==> src/design/firxf_pkg.sv <==
// Shared types and constants for the FIR filter with tap crossfade.
// No dependencies; every other file of the block imports this package.
package firxf_pkg;

    localparam int DEF_MAX_TAPS    = 64;
    localparam int DEF_SAMPLE_BITS = 16;
    localparam int DEF_TAP_BITS    = 18;

    // Taps are Q4.x: four integer bits, the rest fraction.
    localparam int TAP_INT_BITS = 4;
    localparam int FADE_BITS    = 16;
    // Weight is Q0.16 with one extra bit so that 65536 means exactly 1.0.
    localparam int WEIGHT_FRAC  = 16;
    localparam int WEIGHT_BITS  = WEIGHT_FRAC + 1;
    // Dividend of the weight division: (step + 1) * 2^16 + den / 2.
    localparam int DIV_NUM_BITS = FADE_BITS + 1 + WEIGHT_FRAC + 1;

    typedef enum logic [1:0] {
        ACT_SAMPLE = 2'd0,
        ACT_STAGE  = 2'd1,
        ACT_COMMIT = 2'd2,
        ACT_CLEAR  = 2'd3
    } t_action;

    typedef struct packed {
        logic rotate;
        logic shift;
        logic clear;
        logic stage_we;
        logic copy_all;
        logic start_fade;
    } t_cell_ctrl;

endpackage

==> src/design/firxf_div.sv <==
// Restoring divider for the crossfade weight, one quotient bit per cycle.
// Depends on firxf_pkg for the fade and weight widths.
module firxf_div (
    input  logic                                   i_clk,
    input  logic                                   i_rst_n,
    input  logic                                   i_start,
    input  logic [firxf_pkg::FADE_BITS-1:0]        i_step,
    input  logic [firxf_pkg::FADE_BITS-1:0]        i_total,
    output logic                                   o_done,
    output logic [firxf_pkg::WEIGHT_BITS-1:0]      o_weight
);
    import firxf_pkg::*;

    localparam int DEN_W = FADE_BITS + 1;
    localparam int CNT_W = $clog2(DIV_NUM_BITS);

    logic [DIV_NUM_BITS-1:0] r_num;
    logic [DEN_W-1:0]        r_den;
    logic [DEN_W-1:0]        r_rem;
    logic [WEIGHT_BITS-1:0]  r_quo;
    logic [CNT_W-1:0]        r_cnt;
    logic                    r_busy;
    logic                    r_done;

    logic [DEN_W-1:0]        n_den;
    logic [DEN_W:0]          n_rem2;
    logic                    n_ge;

    assign n_den  = DEN_W'(i_total) + DEN_W'(1);
    assign n_rem2 = {r_rem, r_num[DIV_NUM_BITS-1]};
    assign n_ge   = n_rem2 >= {1'b0, r_den};

    always_ff @(posedge i_clk) begin
        if (!i_rst_n) begin
            r_busy <= 1'b0;
            r_done <= 1'b0;
            r_cnt  <= '0;
        end else begin
            r_done <= 1'b0;
            if (i_start) begin
                r_busy <= 1'b1;
                r_cnt  <= '0;
                r_den  <= n_den;
                r_rem  <= '0;
                r_quo  <= '0;
                r_num  <= (DIV_NUM_BITS'(DEN_W'(i_step) + DEN_W'(1)) << WEIGHT_FRAC)
                          + DIV_NUM_BITS'(n_den >> 1);
            end else if (r_busy) begin
                r_num <= r_num << 1;
                r_rem <= n_ge ? DEN_W'(n_rem2 - {1'b0, r_den}) : DEN_W'(n_rem2);
                r_quo <= {r_quo[WEIGHT_BITS-2:0], n_ge};
                r_cnt <= r_cnt + CNT_W'(1);
                if (r_cnt == CNT_W'(DIV_NUM_BITS - 1)) begin
                    r_busy <= 1'b0;
                    r_done <= 1'b1;
                end
            end
        end
    end

    assign o_done   = r_done;
    assign o_weight = r_quo;

endmodule

==> config.mk <==
export PLATFORM = sky130hd
export DESIGN_NAME = firxf_div
export DESIGN_NICKNAME = d
export VERILOG_FILES = /design/src/design/firxf_pkg.sv /design/src/design/firxf_div.sv
export SDC_FILE = /design/constraint.sdc
export NUM_CORES = 1
export LEC_CHECK = 0
export ABC_AREA = 1
export BUFFER_PORTS_ARGS = -buffer_cell sky130_fd_sc_hd__buf_2
export CORE_MARGIN = 10
export CORE_UTILIZATION = 60
export CTS_CLUSTER_SIZE = 40
export DETAILED_ROUTE_END_ITERATION = 10
export HOLD_SLACK_MARGIN = 0.08
export PLACE_DENSITY = 0.77
export SKIP_LAST_GASP = 1
export SYNTH_ARGS = -nofsm -noshare
export SYNTH_HDL_FRONTEND = slang
export SYNTH_SLANG_ARGS = --single-unit
==> constraint.sdc <==
create_clock -name i_clk -period 10.7 [get_ports i_clk]
set_input_delay 1.605 -clock i_clk [delete_from_list [all_inputs] [get_ports i_clk]]
set_output_delay 1.605 -clock i_clk [all_outputs]
set_load 0.005 [all_outputs]
==> impl_results.md <==
* Psw at 0.265 mW
* Synth area leaders: edfxtp_1 45%, nand2_1 15%, inv_1 7.1%
* Global placement routability congestion at 0.926
* Global route overflow at 0
* Port Buf Inserts at 52
* Wire length per cell at 13.6 µm
* H-tree Lvls at 3
* Fin crit share at 32.9%
* DRT iter0 DRCs at 260
* Post-CTS Setup Inserts at 0
* Slew @ Worst Pin at 676 ps
* Relative slew slack at 54.9%
* CTS max path bufs at 2
* Num rows at 35
* Worst IR Drop VDD at 90.8 µV
* Area grow syn2layout at 9.44%
* Fill cells at 817
* CP max stage cell: buf_4
* Post-Place Worst Slack at 6790 ps
* Seq/Total Area, Yosys at 48.3%
* Top FF cell, synth: edfxtp_1
* TritonCTS clock tree: built
* Count leader, synth: nand2_1
* Hold buffers post-CTS at 0
* Power share of the sequential group at 51.8%
* Post-route cell area at 6150 µm²
* Cell leakage power at 3.00 nW
* Crit path top cell by count: buf_4
* Largest net degree at the start of global routing at 58
* Total power at 0.848 mW
* Worst Slack Setup Final at 7180 ps
* # IOs at 53
* Hold/Removal Path Class: register to register
* First drt pass iteration count at 4
* Fmax at 284 MHz
* Nets at 797
* Hpwl dp at 8.86 mm
* Critical Path Max Stage Delay at 620 ps
* Mean area per synthesized cell at 8.15 µm²
* MaxCap Viol Count at 0
* CP Cell Sequence: buf_2 > buf_4 > inv_1 > a21oi_4 > buf_4
* Routed Antenna Nets at 0
* Share of Yosys cell area claimed by the top area cell type at 45.4%
* Int Power at 0.583 mW
* Root buf cell: clkbuf_8
* Final wirelength at 11.7 mm
* CP Launch Type: primary input
* FF+latch count, synth at 93
* Sw frac at 31.3%
* Overall Global Routing Usage at 17.5%
* RSZ-0062 raised after global routing: no
* # diodes at 0
* Cell Count, Final, Fillers Out at 856
* Die width at 117 µm
* Total negative slack at 0 ps
* Vias in the first global route at 4,245
* Total Die Area at 13,600 µm²
* Net count after synthesis at 746
* Clk sinks at 93
* Post-synth top area cell: edfxtp_1
* Final number of max-transition violations at 0
* Area after DPL at 5970 µm²
* Combinational fraction of design power at 22.5%
* Placed Cells incl. Taps at 840
* Clk slew on worst S/H paths at 90 ps
* Tmin final at 3520 ps
* Initial Util at 61.1%
* Worst Clk Skew at 16.2 ps
* Final core utilization at 66.9%
* Kind of end point of the critical path: register
* Pwr/cell area at 138 nW/µm²
* EDFF count, synth at 85
* FFs w/ async S/R, synth at 0%
* Via Count at 4,408
* Initial antenna violation count at 0
* Synthesized instance count at 689
* Die Height at 117 µm
* Post-synthesis instance area at 5620 µm²
* Critical Path RT at 10,690 ps
* Fin. Hold Viols at 0
* Worst skew pair latency at 350 ps
* Layout cells sized above 1 at 14.9%
* CTS buffer count at 9
* Status: complete, no violations
* Critical path class: primary input to register
* Clock share of power at 25.7%
* Core footprint at 9200 µm²
* Hold Slack at 463 ps
* DRC violations left at 0
* # setup viols final at 0
* Worst-path maximum fanout at 49
* Synth Warn # at 0
* Post-synth top cells: 220 x nand2_1, 106 x inv_1, 85 x edfxtp_1
* First-pass GRT wire length at 19.2 mm
* Post_cts resized at 0
* Synth unique cells at 37
* Vias/cell at 5.15
* Arr. time, crit path at 3510 ps
==> final timing paths <==
check | depth (start not counted) | startpoint | end | slack, ps
max reg2reg | 12 | r_rem[12] | r_rem[8] | 8190
max | 5 | i_start | r_rem[15] | 7180
min reg2reg | 1 | r_cnt[5] | r_cnt[5] | 460
min | 1 | r_cnt[5] | r_cnt[5] | 460
==> power by group through the flow <==
stage	Clock [mW]	Combinational (mW)	Sequential [mW]
2_1_floorplan	0	0.143	0.445
5_1_grt	0.239	0.216	0.442
3_3_place_gp	0	0.184	0.446
3_5_place_dp	0	0.190	0.447
4_1_cts	0.222	0.191	0.439
6_report	0.218	0.191	0.439
==> cell families (layout without fill, tap and decap cells) <==
| family | Yosys count | count (layout) | synth area share, % |
|---|---|---|---|
| AND/OR/NAND/NOR | 386 | 386 | 30.2 |
| buffers and inverters | 127 | 183 | 9.00 |
| AO/OA/AOI/OAI | 34 | 34 | 3.25 |
| adder cells (fa/ha/maj) | 22 | 22 | 5.03 |
| flip-flops | 93 | 93 | 48.3 |
| XOR/XNOR | 27 | 27 | 4.21 |
==> routing by layer <==
layer  track usage (%)  wire length (µm)  vias up
met4              6.51               221        0
met3              2.67               519       21
met1              22.4              5200     2017
li1                  -                 -     2280
met5                 0                 0        -
met2              29.4              5730       90
==> cell type report <==
class	count	area, µm²	share of cell area [%]
Clock buffer	9	124	2.01
Multi-Input combinational cell	469	2410	39.2
Clock inverter	7	58.8	0.956
Timing Repair Buffer	55	283	4.60
Sequential cell	93	2710	44.1
Tap cell	111	139	2.26
Inverter	112	420	6.84
==> flip-flops by register name, indices dropped and copies added, names as in the netlist <==
name and cells:
o_weight 17, r_den 17, r_cnt 6, r_num 34, r_busy 1, o_done 1, r_rem 17
==> critical path: cells and delay by family <==
kind	cells	cell delay (ps)
buffers and inverters	4	1270
AOI/OAI and AO/OA	1	590
==> layout by cell type (no fill, tap or decap), drive strengths merged <==
master and count:
clkbuf 9, clkinv 3, nand3 32, o21ai 17, a21oi 12, nor3b 1, or2 2, edfxtp 85
and2 3, xor2 19, nand2 228, xnor2 8, ha 21, nand3b 11, buf 55, nor4 3
fa 1, inv 115, nand4 9, a31oi 2, nor3 4, dfxtp 8, clkinvlp 1, a31o 2
nor2 93, o211ai 1
(Power assumes the default switching activity.)
