--- config.mk ---
export PLATFORM = sky130hd
export DESIGN_NAME = firxf_cell
export DESIGN_NICKNAME = d
export VERILOG_FILES = /design/src/design/firxf_pkg.sv /design/src/design/firxf_cell.sv
export SDC_FILE = /design/constraint.sdc
export NUM_CORES = 1
export LEC_CHECK = 0
export BUFFER_PORTS_ARGS = -buffer_cell sky130_fd_sc_hd__buf_2
export CAP_MARGIN = 15
export CORE_MARGIN = 3
export CORE_UTILIZATION = 40
export DETAILED_ROUTE_END_ITERATION = 8
export PLACE_DENSITY_LB_ADDON = 0.1
export SETUP_SLACK_MARGIN = 0.2
export SYNTH_ARGS = -nofsm -noshare
export SYNTH_HDL_FRONTEND = slang
export SYNTH_SLANG_ARGS = --single-unit
--- constraint.sdc ---
create_clock -name i_clk -period 1.55 [get_ports i_clk]
set_input_delay 0.31 -clock i_clk [delete_from_list [all_inputs] [get_ports i_clk]]
set_output_delay 0.31 -clock i_clk [all_outputs]
set_load 0.01 [all_outputs]
--- src/design/firxf_pkg.sv ---
// Shared types and constants for the FIR filter with tap crossfade.
// No dependencies; every other file of the block imports this package.
package firxf_pkg;

    localparam int DEF_MAX_TAPS    = 64;
    localparam int DEF_SAMPLE_BITS = 16;
    localparam int DEF_TAP_BITS    = 18;

    // Taps are Q4.x: four integer bits, the rest fraction.
    localparam int TAP_INT_BITS = 4;
    localparam int FADE_BITS    = 16;
    // Weight is Q0.16 with one extra bit so that 65536 means exactly 1.0.
    localparam int WEIGHT_FRAC  = 16;
    localparam int WEIGHT_BITS  = WEIGHT_FRAC + 1;
    // Dividend of the weight division: (step + 1) * 2^16 + den / 2.
    localparam int DIV_NUM_BITS = FADE_BITS + 1 + WEIGHT_FRAC + 1;

    typedef enum logic [1:0] {
        ACT_SAMPLE = 2'd0,
        ACT_STAGE  = 2'd1,
        ACT_COMMIT = 2'd2,
        ACT_CLEAR  = 2'd3
    } t_action;

    typedef struct packed {
        logic rotate;
        logic shift;
        logic clear;
        logic stage_we;
        logic copy_all;
        logic start_fade;
    } t_cell_ctrl;

endpackage

--- src/design/firxf_cell.sv ---
// One tap cell: a delay-line sample and the active, target, prior and staged taps.
// Depends on firxf_pkg for the control struct and the tap format.
module firxf_cell #(
    parameter int SAMPLE_BITS = 16,
    parameter int TAP_BITS    = 18,
    parameter int IDX_W       = 6,
    parameter int CELL_IDX    = 0
) (
    input  logic                          i_clk,
    input  logic                          i_rst_n,
    input  firxf_pkg::t_cell_ctrl         i_ctrl,
    input  logic        [IDX_W-1:0]       i_stage_idx,
    input  logic signed [TAP_BITS-1:0]    i_stage_val,
    input  logic signed [SAMPLE_BITS-1:0] i_prev_d,
    input  logic signed [SAMPLE_BITS-1:0] i_nb_d,
    input  logic signed [TAP_BITS-1:0]    i_nb_a,
    input  logic signed [TAP_BITS-1:0]    i_nb_t,
    input  logic signed [TAP_BITS-1:0]    i_nb_p,
    input  logic signed [TAP_BITS-1:0]    i_nb_s,
    output logic signed [SAMPLE_BITS-1:0] o_d,
    output logic signed [TAP_BITS-1:0]    o_a,
    output logic signed [TAP_BITS-1:0]    o_t,
    output logic signed [TAP_BITS-1:0]    o_p,
    output logic signed [TAP_BITS-1:0]    o_s
);
    import firxf_pkg::*;

    // Tap zero starts at 1.0, every other tap at zero.
    localparam logic signed [TAP_BITS-1:0] RST_TAP =
        (CELL_IDX == 0) ? TAP_BITS'(1 << (TAP_BITS - TAP_INT_BITS)) : '0;

    logic signed [SAMPLE_BITS-1:0] r_d;
    logic signed [TAP_BITS-1:0]    r_a;
    logic signed [TAP_BITS-1:0]    r_t;
    logic signed [TAP_BITS-1:0]    r_p;
    logic signed [TAP_BITS-1:0]    r_s;

    always_ff @(posedge i_clk) begin
        if (!i_rst_n) begin
            r_d <= '0;
            r_a <= RST_TAP;
            r_t <= RST_TAP;
            r_p <= RST_TAP;
            r_s <= RST_TAP;
        end else begin
            if (i_ctrl.clear) begin
                r_d <= '0;
            end else if (i_ctrl.shift) begin
                r_d <= i_prev_d;
            end else if (i_ctrl.rotate) begin
                r_d <= i_nb_d;
            end

            if (i_ctrl.copy_all) begin
                r_a <= r_s;
                r_t <= r_s;
                r_p <= r_s;
            end else if (i_ctrl.start_fade) begin
                r_p <= r_a;
                r_t <= r_s;
            end else if (i_ctrl.rotate) begin
                r_a <= i_nb_a;
                r_t <= i_nb_t;
                r_p <= i_nb_p;
                r_s <= i_nb_s;
            end

            if (i_ctrl.stage_we && (i_stage_idx == IDX_W'(CELL_IDX))) begin
                r_s <= i_stage_val;
            end
        end
    end

    assign o_d = r_d;
    assign o_a = r_a;
    assign o_t = r_t;
    assign o_p = r_p;
    assign o_s = r_s;

endmodule

==> summary.md, run 1 <==
The height of the die was 107.2 um; the first-pass GRT wire length was 20.30 mm. After routing, the total negative slack on setup checks comes to 0 ns. Dividing the detail-routed via count by the number of cells gives 5.270. In this design, the stage delay of the slowest critical-path cell is 0.45 ns.

The number of antenna diodes in the final layout is 0. The tools report the post-cts repair resize count as 0. The area overhead of the layout relative to synthesis came out at 38.24%. Yosys mapped a number of flops with a built-in enable equal to 0. Cell at the root of the clock tree: sky130_fd_sc_hd__clkbuf_8.

Detailed placement ended at an HPWL of 9.968 mm. The tools report the number of global-route vias before repair as 4005. The worst path needs 1.284 ns of the cycle, external delays included.

Counting flops with an async set or reset pin after synthesis yields a share of 0%. For this design the static power due to leakage is 2.685 nW. The initial detailed-routing violation count came out at 141.

The H-tree generated during clock tree synthesis spans 3 levels. Sequential cells were found to cover 42.97% of the synthesized design area. The logs give 0 for the number of buffers added to fix hold violations after cts and 0 for the max-slew violation count. TritonCTS built the clock tree.

The maximum number of pins on one net before global-route repair is 37. The critical path starts at o_s[16]$_SDFFE_PN0P_. The logs give 9 for the number of buffers inserted during clock tree synthesis and 575 for the number of nets produced by synthesis.

The distinct cell type count after synthesis came out at 34. The worst setup path is captured at a primary output. The pre-antenna-repair detailed-routing pass consisted of 4 iterations. The clock arrives with 0.006819 ns of skew.

In this run the critical register-to-register path is launched from o_s[14]$_SDFFE_PN1P_. The clock edge transition at the registers on the reported setup and hold paths is 0.10 ns. The number of buffers and inverters on the critical path is 1. The actual transition at the worst max-transition pin works out to 0.4657 ns. Data on the critical path is required at its endpoint by 1.24 ns. The logs give 9864 um^2 for the core outline area and 0 for the count of unresolved DRC violations after routing. The maximum fanout encountered on the critical timing path was 4. In this run the worst setup path terminates at o_s[16]. In the layout the commonest cells are sky130_fd_sc_hd__buf_2, sky130_fd_sc_hd__dfxtp_1, sky130_fd_sc_hd__nor2_1. In this run the deepest clock path goes through 2 buffers. The depth of the most critical reg-to-reg path was 3; the number of antenna violations at the first check in global routing was 0. In the final routed layout, each cell accounts on average for 16.55 um.

Post-route antenna net violation count: 0. In this run the critical register-to-register path is captured at o_p[14]$_SDFFE_PN1P_. Yosys printed 0 warnings. The critical path goes through buf_2. The library cell used most frequently in the layout, excluding fill and tap cells, is sky130_fd_sc_hd__buf_2. The number of setup violations in the final report was 0; the power density normalized to cell area was 896.9 nW/um^2. After synthesis the cells add up to 4100 um^2. The total number of clock tree sinks is 88. The overall via count from detail_route came out at 4163. In this run the tool buffered the top-level ports with 223 buffer cells. The run gives 0.35 ns as the clock insertion delay at the later pin of the skew report.

The fraction of final layout cells sized beyond drive strength 1 is 43.99%, and the arrival time at the worst endpoint is 0.97 ns. Share of the clock period used by the worst path: 82.82%. The category of the critical setup timing path is flip-flop to primary output. During I/O placement, the number of pins put on the boundary was 224. The most common flop cell mapped by yosys is sky130_fd_sc_hd__dfxtp_1. The internal reg-to-reg setup slack came out at 0.56 ns.

The run finished with clean final reports. Once the floorplan was initialized, standard cells occupied 41.57% of the core. Setup repair after global routing left no endpoint under its margin. For this run, the top clock speed supported by timing is 0.7790 GHz.

The headroom to the max-slew limit is 68.95%. The count of final hold-check violations was 0. The worst hold path belongs to the class input pin to flip-flop. The area of the die was 11500 um^2; the instance count of the mapped netlist was 439.

The worst-case IR drop observed on VDD is 0.0004103 V. The register bit count reported by yosys is 88, and the cell depth of the worst setup path is 1. The gate family responsible for the most delay along the worst path is flip-flops. The worst hold path cell count was 3; the horizontal extent of the die was 107.2 um. The logs give 0 for the global route total overflow and 0 for the count of max-cap constraint violations.

Global routing used 22.07% of the available tracks. The highest-delay cell along the critical path is sky130_fd_sc_hd__dfxtp_1. The final estimated routing congestion in global placement was 0.8334.

The average instance area after synthesis is 9.340 um^2, and the post-placement cell count is 774. The net count of the finished layout is 788. The logs give 790 for the number of non-filler instances in the completed layout and 13.07 mm for the total routed wirelength. Number of cell rows: 36. The worst setup path is launched from a flip-flop.

The post-CTS setup buffer count was 0.
## flip-flops by register name (all words and copies together), names as in the netlist
signal and flops:
o_a 18, o_p 18, o_s 18, o_t 18
o_d 16
## layout make-up
cell class | instances | area, um^2
inverters | 3 | 11.26
flip-flops and latches | 88 | 1763
multi-input cells | 302 | 2126
fillers | 923 | 4197
clock inverters | 7 | 86.33
clock buffers | 9 | 123.9
well taps | 133 | 166.4
repair buffers | 248 | 1391
## routing by layer
metal  routed length [um]  part of all wire (%)  vias up  track usage [%]
met2                 6349                    49      170            36.64
met4                  201                   1.5        0            7.032
met3                  931                   7.1       14            4.214
met5                    0                     0        -                0
li1                     -                     -     2050                -
met1                 5591                    43     1929            28.85
## cells in the mapped netlist (2+ instances only)
| cell type | number | area [um^2] |
|---|---|---|
| sky130_fd_sc_hd__a21oi_1 | 22 | 110.1 |
| sky130_fd_sc_hd__buf_6 | 2 | 22.52 |
| sky130_fd_sc_hd__nor2_1 | 62 | 232.7 |
| sky130_fd_sc_hd__clkbuf_1 | 28 | 105.1 |
| sky130_fd_sc_hd__mux2i_1 | 53 | 530.5 |
| sky130_fd_sc_hd__o21ai_0 | 14 | 70.07 |
| sky130_fd_sc_hd__inv_1 | 2 | 7.510 |
| sky130_fd_sc_hd__a211oi_1 | 31 | 232.7 |
| sky130_fd_sc_hd__nand2_1 | 12 | 45.04 |
| sky130_fd_sc_hd__o211a_1 | 5 | 50.05 |
| sky130_fd_sc_hd__nand2b_1 | 7 | 43.79 |
| sky130_fd_sc_hd__nand3_1 | 12 | 60.06 |
| sky130_fd_sc_hd__o2bb2ai_1 | 16 | 140.1 |
| sky130_fd_sc_hd__or3_1 | 2 | 12.51 |
| sky130_fd_sc_hd__dfxtp_1 | 88 | 1762 |
| sky130_fd_sc_hd__mux2_2 | 21 | 236.5 |
| sky130_fd_sc_hd__buf_2 | 11 | 55.05 |
| sky130_fd_sc_hd__buf_1 | 4 | 15.01 |
| sky130_fd_sc_hd__o31ai_1 | 17 | 127.6 |
| sky130_fd_sc_hd__a311oi_1 | 12 | 105.1 |
| sky130_fd_sc_hd__o211ai_1 | 5 | 37.54 |
## cell families (layout without fill, tap and decap cells)
logic type	after synthesis	count (layout)	share of synthesized area, %
buf+inv	49	267	5.462
mux	74	74	18.71
simple gates	102	102	10.83
compound gates	126	126	22.03
flops	88	88	42.97
## stage by stage
stage          setup WS [ns]  total power [mW]  hold slack, ns  instance area (um^2)  util (%)
6_report              0.2662             5.084          0.1880                  5668     57.46
5_1_grt               0.2205             5.355          0.1657                  5668     57.46
4_1_cts               0.2096             5.159          0.1651                  5667     57.45
3_5_place_dp        -0.05872             3.450          0.4941                  5456     55.31
3_3_place_gp        -0.02055             3.432          0.4743                  5456     55.31
2_1_floorplan       -0.05066             3.010          0.4568                  4131         -
## where the power goes
part           switching [mW]  internal (mW)  total, mW
clock network           0.904          0.786       1.69
registers              0.0813           2.38       2.46
logic                   0.473          0.458      0.930
total                    1.46           3.63       5.08
## worst min-delay path by stage
stage	start	to	slack, ns
floorplan	i_prev_d[0]	o_d[0]$_SDFFE_PP0P_	0.46
global placement	o_p[14]$_SDFFE_PN1P_	o_p[14]$_SDFFE_PN1P_	0.47
detailed placement	o_a[5]$_SDFFE_PN0P_	o_a[5]$_SDFFE_PN0P_	0.49
CTS	i_prev_d[0]	o_d[0]$_SDFFE_PP0P_	0.17
global route	i_prev_d[0]	o_d[0]$_SDFFE_PP0P_	0.17
finish	i_prev_d[1]	o_d[1]$_SDFFE_PP0P_	0.19
## worst min-delay path, cell delays in order
cell,delay (ns)
sky130_fd_sc_hd__buf_2,0.07
sky130_fd_sc_hd__mux2i_1,0.06
sky130_fd_sc_hd__nor2_1,0.07
No activity file was read; power rests on OpenSTA's default activity.
==> run 2: changes to the inputs <==
CORE_UTILIZATION = 45   (was 40)
clock period = 1.3 ns   (was 1.55 ns; I/O delays follow)
==> run 2 against run 1 <==
  * Hold slack worse by 0.056 ns
  * Design area up 18%
  * Critical path type is now input pin to flip-flop
  * Clock power up 14%
  * Non-clock buffer count increased by 42
  * First-iteration DRC count is 14% higher
  * Sequential power up 20%
  * Critical path depth rose by 4
  * Global-route usage increased by 4.5 points
  * Clock skew rose by 0.0040 ns
  * Final cell count increased by 2.2%
  * Critical endpoint is now o_s[12]$_SDFFE_PN0P_
  * Die area shrank 11%
  * Combinational power grew 55%
==> summary.md, run 2 (synthesis gave the netlist of run 1 again) <==
The flow ran to the end, and the final reports show no timing, DRC or antenna violations. The data required time at the worst endpoint came out at 1.58 ns. The via density per instance is 5.544. Along the worst path, the maximum fanout reaches 6.

The run gives 4 as the total iterations of the first detailed-routing run. Measured against its own limit, the worst slew margin works out to 65.70%. The first routing iteration left 161 violations. The tools report the count of max-cap constraint violations as 0. The horizontal extent of the die came out at 101.5 um. The H-tree level count is 3, and the count of buffers from port buffering is 223.

By startpoint and endpoint, the worst setup path is classified as input pin to flip-flop. Number of global-route vias before repair: 4314. TritonCTS built the clock tree. The HPWL after detailed placement is 9.805 mm. The startpoint kind of the worst setup timing path was an input pin. The clock passes through at most 2 buffers. Actual transition at the worst max-transition pin: 0.5140 ns. The area overhead of the layout relative to synthesis came out at 63.56%.

Walking the worst path, the cells encountered are buf_6, or4b_4, or2_4, clkbuf_16, a21oi_1. Setup repair after global routing could not meet its margin everywhere. The library cells used most frequently in the layout, excluding fill and tap cells, are sky130_fd_sc_hd__buf_2, sky130_fd_sc_hd__buf_6, sky130_fd_sc_hd__dfxtp_2. Count of final hold-check violations: 0. For this run, the share of the core covered by cells in the final layout is 76.16%.

The tools report the cell at the root of the clock tree as sky130_fd_sc_hd__clkbuf_8. The path class of the tightest hold or removal check is input pin to flip-flop. The global router's overall resource usage was 26.56%; the time the worst path needs with I/O delays and setup was 1.194 ns. The depth of the most critical reg-to-reg path was 3; the largest clock skew in the final design was 0.01079 ns.

The tools report the internal reg-to-reg setup slack as 0.26 ns. The die is 101.5 um tall. The final worst setup slack came out at 0.1060 ns.

The path with the worst hold slack has its endpoint at o_d[8]$_SDFFE_PP0P_. Setup violations remaining at the end of the flow were counted as 0. The logs give 15.00 mm for the total routed wirelength and 88 for the total number of clock tree sinks. Hold is met by 0.1321 ns.

Timing would allow up to 0.8376 GHz. The first-pass GRT wire length is 21.48 mm. The total power after layout came out at 6.322 mW. Entering global routing, the biggest net connects 44 pins. Dividing total power by cell area gives a power density of 942.7 nW/um^2. The logs give 10290 um^2 for the area of the die and 3.044 nW for the standby leakage power. For this block, the via count after detailed routing is 4474.

The arrival time at the worst endpoint is 1.48 ns. The number of antenna cells inserted was 0. The worst-case IR drop observed on VDD is 0.0006223 V. The largest stage delay on the critical path was 0.54 ns. The tools report the accumulated negative setup slack as 0 ns. The most common cell after layout, fill and taps aside is sky130_fd_sc_hd__buf_2. The number of ports placed on the die boundary was 224; the setup slack at placement was -0.2523 ns. The tools report the clock insertion delay at the later pin of the skew report as 0.36 ns. The post-route netlist has 62.23% of its cells at a drive strength greater than 1. The tools report the terminus of the critical flop-to-flop path as o_a[2]$_SDFFE_PN0P_. The core outline area was 8806 um^2. The worst setup path is captured at a flip-flop.

In the finished design, the share of the clock period the worst path needs comes to 91.84%. In this run, CTS created clock tree buffers numbering 9. Origin of the worst min-delay path: i_prev_d[8].

Starting density of the core: 46.56%. The number of nets in the layout is 830, and the number of buffers added to fix hold violations after cts is 0. Dividing the detail-routed wire length by the instance count gives 18.59 um. The startpoint of the worst register-to-register path is o_a[2]$_SDFFE_PN0P_. Clock-pin slew was measured on the worst setup and hold paths at 0.09 ns.

The detail route stage leaves a number of antenna-violating nets equal to 0. The congestion estimate from routability-driven global placement came to 0.8500. Row generation in the floorplan step produced 34 rows. The max-slew violation count was 0; the count of unresolved DRC violations after routing was 0.

Number of antenna violations at the first check in global routing: 0. On the critical path, the stage with the largest delay is an instance of sky130_fd_sc_hd__or4b_4. After global routing the overflow that remains totals 0. Worst hold path cell count: 3.
## run 2: how the worst max path moves through the flow
stage,start,end,slack (ns),depth (start not counted)
after CTS,i_stage_idx[2],o_s[10]$_SDFFE_PN0P_,0.16,5
after detailed placement,i_stage_idx[2],o_s[2]$_SDFFE_PN0P_,-0.25,5
after floorplan,i_stage_idx[2],o_s[10]$_SDFFE_PN0P_,-0.25,6
final,i_stage_idx[2],o_s[12]$_SDFFE_PN0P_,0.11,5
after global routing,i_stage_idx[2],o_s[8]$_SDFFE_PN0P_,0.10,5
after global placement,i_stage_idx[2],o_s[2]$_SDFFE_PN0P_,-0.21,5
## run 2: critical path: cells and delay by family
family,cells,cell delay [ns]
buffers and inverters,2,0.26
AO/OA/AOI/OAI,1,0.12
AND/OR/NAND/NOR,2,0.83
## run 2: timing repair
item,4_1_cts,5_1_grt
gates cloned,0,1
pin swaps,0,1
setup buffers,27,11
endpoints found under the setup margin,89,99
gates resized for setup,125,74
## run 2: final cells by class
cell class	count	area, um^2
clock buffers	10	127.6
clock inverters	6	68.82
fillers	641	2100
inverters	3	11.26
multi-input cells	302	2257
flip-flops and latches	88	1904
well taps	108	135.1
repair buffers	290	2202
## run 2: through the flow
stage / std cells / cell area, um^2
after global placement: 752 / 5479
after floorplan: 439 / 4223
after detailed placement: 752 / 5479
final: 807 / 6706
after CTS: 795 / 6230
after global routing: 807 / 6706
## run 2: where the power goes
part / total (mW) / switching, mW / internal (mW)
clock network: 1.92 / 1.03 / 0.896
registers: 2.96 / 0.111 / 2.85
logic: 1.44 / 0.666 / 0.773
## run 2: routing by layer
metal	global-route usage (%)	wire [um]	vias up
li1	-	-	2132
met3	7.094	1189	26
met5	0	0	-
met1	32.33	5922	2102
met2	45.77	7537	214
met4	8.180	354	0
==> run 3: changes to the inputs <==
clock period = 1.2 ns   (was 1.3 ns; I/O delays follow)
==> run 3 against run 2 <==
  * Sequential power up 8.8%
  * Critical path type unchanged
  * Core utilization is 3.5 points higher
  * Clock power up 30%
  * Largest cell class is now buffers
  * The run now ends with setup timing left
  * Flip-flop and latch count did not move
  * Total power increased by 17%
  * Final cell count up 1.6%
  * Combinational power up 15%
  * Worst setup slack worse by 0.12 ns
==> summary.md, run 3 (synthesis gave the netlist of run 1 again) <==
Clock tree synthesis inserted a total of 9 buffers. The share of the clock period used by the worst path came out at 100.9%. Leaving out fill and tap cells, the most frequent cell in the layout is sky130_fd_sc_hd__buf_2. The worst hold-check slack is 0.1338 ns, and the clock edge transition at the registers on the reported setup and hold paths is 0.09 ns. The floorplan step defined a die boundary enclosing 10290 um^2. STA classifies the critical path startpoint as an input pin. For the clock insertion delay at the later pin of the skew report, the log shows 0.34 ns.

For the largest clock skew in the final design, the log shows 0.01255 ns. The flow ran to the end, but the final reports show violations. The number of buffers added to fix hold violations after cts is 0. The path category of the worst min-delay check is input pin to flip-flop. For this run, design rule violations remaining after detail routing come to 0. Start point of the critical path: i_stage_idx[2]. TritonCTS built the clock tree. The tools report the number of global-route vias before repair as 4579. The tools report the cell at the root of the clock tree as sky130_fd_sc_hd__clkbuf_8. VDD sags by at most 0.0007853 V. The largest stage delay on the critical path was 0.53 ns.

Setup repair after global routing could not meet its margin everywhere. The H-tree level count was 3. Port buffering added 223 buffers. The top cell types in the final layout, fill and taps aside, are sky130_fd_sc_hd__buf_2, sky130_fd_sc_hd__buf_6, sky130_fd_sc_hd__dfxtp_2.

The most used cell along the critical path was sky130_fd_sc_hd__buf_6. STA puts the critical path data required time at 1.42 ns. In this run the worst path has a maximum fanout of 18.

Before CTS, the worst setup slack after placement is -0.3756 ns. The area overhead of the layout relative to synthesis works out to 71.01%. Broken down by cell family, the worst path's largest delay share belongs to simple AND/OR/NAND/NOR gates.

For the total number of clock tree sinks, the log shows 88. In this run the most critical hold path is launched from i_prev_d[8]. Fill cells in the final layout number 596. The logs give 46.56% for the starting density of the core and 7.388 mW for the total power after layout.

Global routing consumed, over all layers together, 27.08% of the routing resources. Once layout is done, the placed cells without fillers occupy 7012 um^2. Number of antenna violations at the first check in global routing: 0.

Standby leakage power: 3.232 nW. The highest-delay cell along the critical path is sky130_fd_sc_hd__or4b_4. The total routed wirelength was 14.85 mm.

For the overall via count from detail_route, the log shows 4571. The checks that failed: setup timing. Category of the critical setup timing path: input pin to flip-flop. The critical path contains buffers and inverters numbering 2 combined. The logs give 0 for the count of final hold-check violations and 754 for the post-placement cell count. The core outline area is 8806 um^2. The global route total overflow was 0. The net count of the finished layout is 844. Power spread over the standard cell area amounts to 1054 nW/um^2.

The run gives 0 as the post-route antenna net violation count. The tools report the initial detailed-routing violation count as 188. The logs give 5 for the total iterations of the first detailed-routing run and 224 for the number of ports placed on the die boundary.

The worst pin sits at a relative slew slack of 78.58%. STA classifies the critical path endpoint as a flip-flop. The horizontal extent of the die was 101.5 um; the via density per instance was 5.574. The height of the die was 101.5 um.

The number of non-filler instances in the completed layout was 820. Setup violations remaining at the end of the flow were counted as 2. The run gives 2 as the maximum root-to-sink buffer count.

The average wire per standard cell came out at 18.11 um. The first global-routing pass estimated 22.32 mm of wire. The critical path goes through buf_6, or4b_4, buf_6, o31ai_1, a21oi_1. STA puts the critical path data arrival time at 1.43 ns. The run gives -0.01023 ns as the final worst setup slack. Entering global routing, the biggest net connects 35 pins. Static timing analysis puts the maximum clock frequency at 0.8263 GHz. In this run the core area contains 34 standard-cell rows. The actual transition at the worst max-transition pin is 0.3214 ns, and the max-slew violation count is 0. The worst path needs 1.210 ns of the cycle, external delays included.

0 antenna diodes ended up in the layout. Count of max-cap constraint violations: 0. The post-route netlist has 63.34% of its cells at a drive strength greater than 1. The final estimated routing congestion in global placement was 0.9137. The startpoint of the worst register-to-register path is o_a[3]$_SDFFE_PN0P_. The tools report the total half-perimeter wirelength after legalization and detailed placement as 9.777 mm. The cell area after placement is 5560 um^2.
==> run 3: changes by cell type in the layout (fill, tap and decap cells not counted), moves of 8 or more <==
cell and delta:
sky130_fd_sc_hd__mux2_2 -16, sky130_fd_sc_hd__buf_6 +23, sky130_fd_sc_hd__mux2_4 +16, sky130_fd_sc_hd__dfxtp_2 +10, sky130_fd_sc_hd__dfxtp_4 -8, sky130_fd_sc_hd__buf_4 +10
sky130_fd_sc_hd__buf_2 -18
==> run 3: final timing paths <==
| check | end | slack, ns | cells after the start |
|---|---|---|---|
| hold / removal | o_d[8]$_SDFFE_PP0P_ | 0.13 | 3 |
| hold reg to reg | o_p[14]$_SDFFE_PN1P_ | 0.49 | 1 |
| setup / recovery | o_s[1]$_SDFFE_PN0P_ | -0.01 | 5 |
| setup reg to reg | o_a[3]$_SDFFE_PN0P_ | 0.17 | 3 |
==> run 3: layout make-up <==
class	count	area [um^2]	area share, %
Timing Repair Buffer	304	2426	34.60
Sequential cell	88	1887	26.91
Clock buffer	10	137.6	1.963
Clock inverter	5	103.9	1.481
Multi-Input combinational cell	302	2311	32.96
Tap cell	108	135.1	1.927
Inverter	3	11.26	0.1606
==> run 3: per-layer routing <==
metal | global-route usage [%] | part of all wire [%] | routed length (um) | up-vias
met3 | 4.890 | 6.5 | 968 | 23
li1 | - | - | - | 2158
met4 | 9.100 | 1.9 | 283 | 0
met1 | 34.57 | 41 | 6078 | 2185
met5 | 0 | 0 | 0 | -
met2 | 46.13 | 51 | 7516 | 205
==> run 3: timing repair <==
item                       in CTS  in global routing
hold endpoints to repair        0                  0
setup endpoints to repair     107                114
gates cloned                    0                  0
pin swaps                       0                  7
buffers inserted               38                 13
gates resized for setup       183                 34
==> run 3: report_power, final <==
part / internal, mW / switching (mW) / total (mW)
Clock: 1.44 / 1.07 / 2.50
Sequential: 3.10 / 0.126 / 3.22
Combinational: 0.932 / 0.729 / 1.66
Total: 5.47 / 1.92 / 7.39
==> run 3: stage by stage <==
step,utilization [%],setup TNS (ns)
2_1_floorplan,-,-6.438
3_3_place_gp,63.14,-8.312
3_5_place_dp,63.14,-9.872
4_1_cts,76.83,0
5_1_grt,79.62,-0.09281
6_report,79.62,-0.01537
==> run 3: worst min-delay path: stages <==
cell and delay (ns):
sky130_fd_sc_hd__buf_2 0.08, sky130_fd_sc_hd__mux2i_1 0.06, sky130_fd_sc_hd__nor2_1 0.07
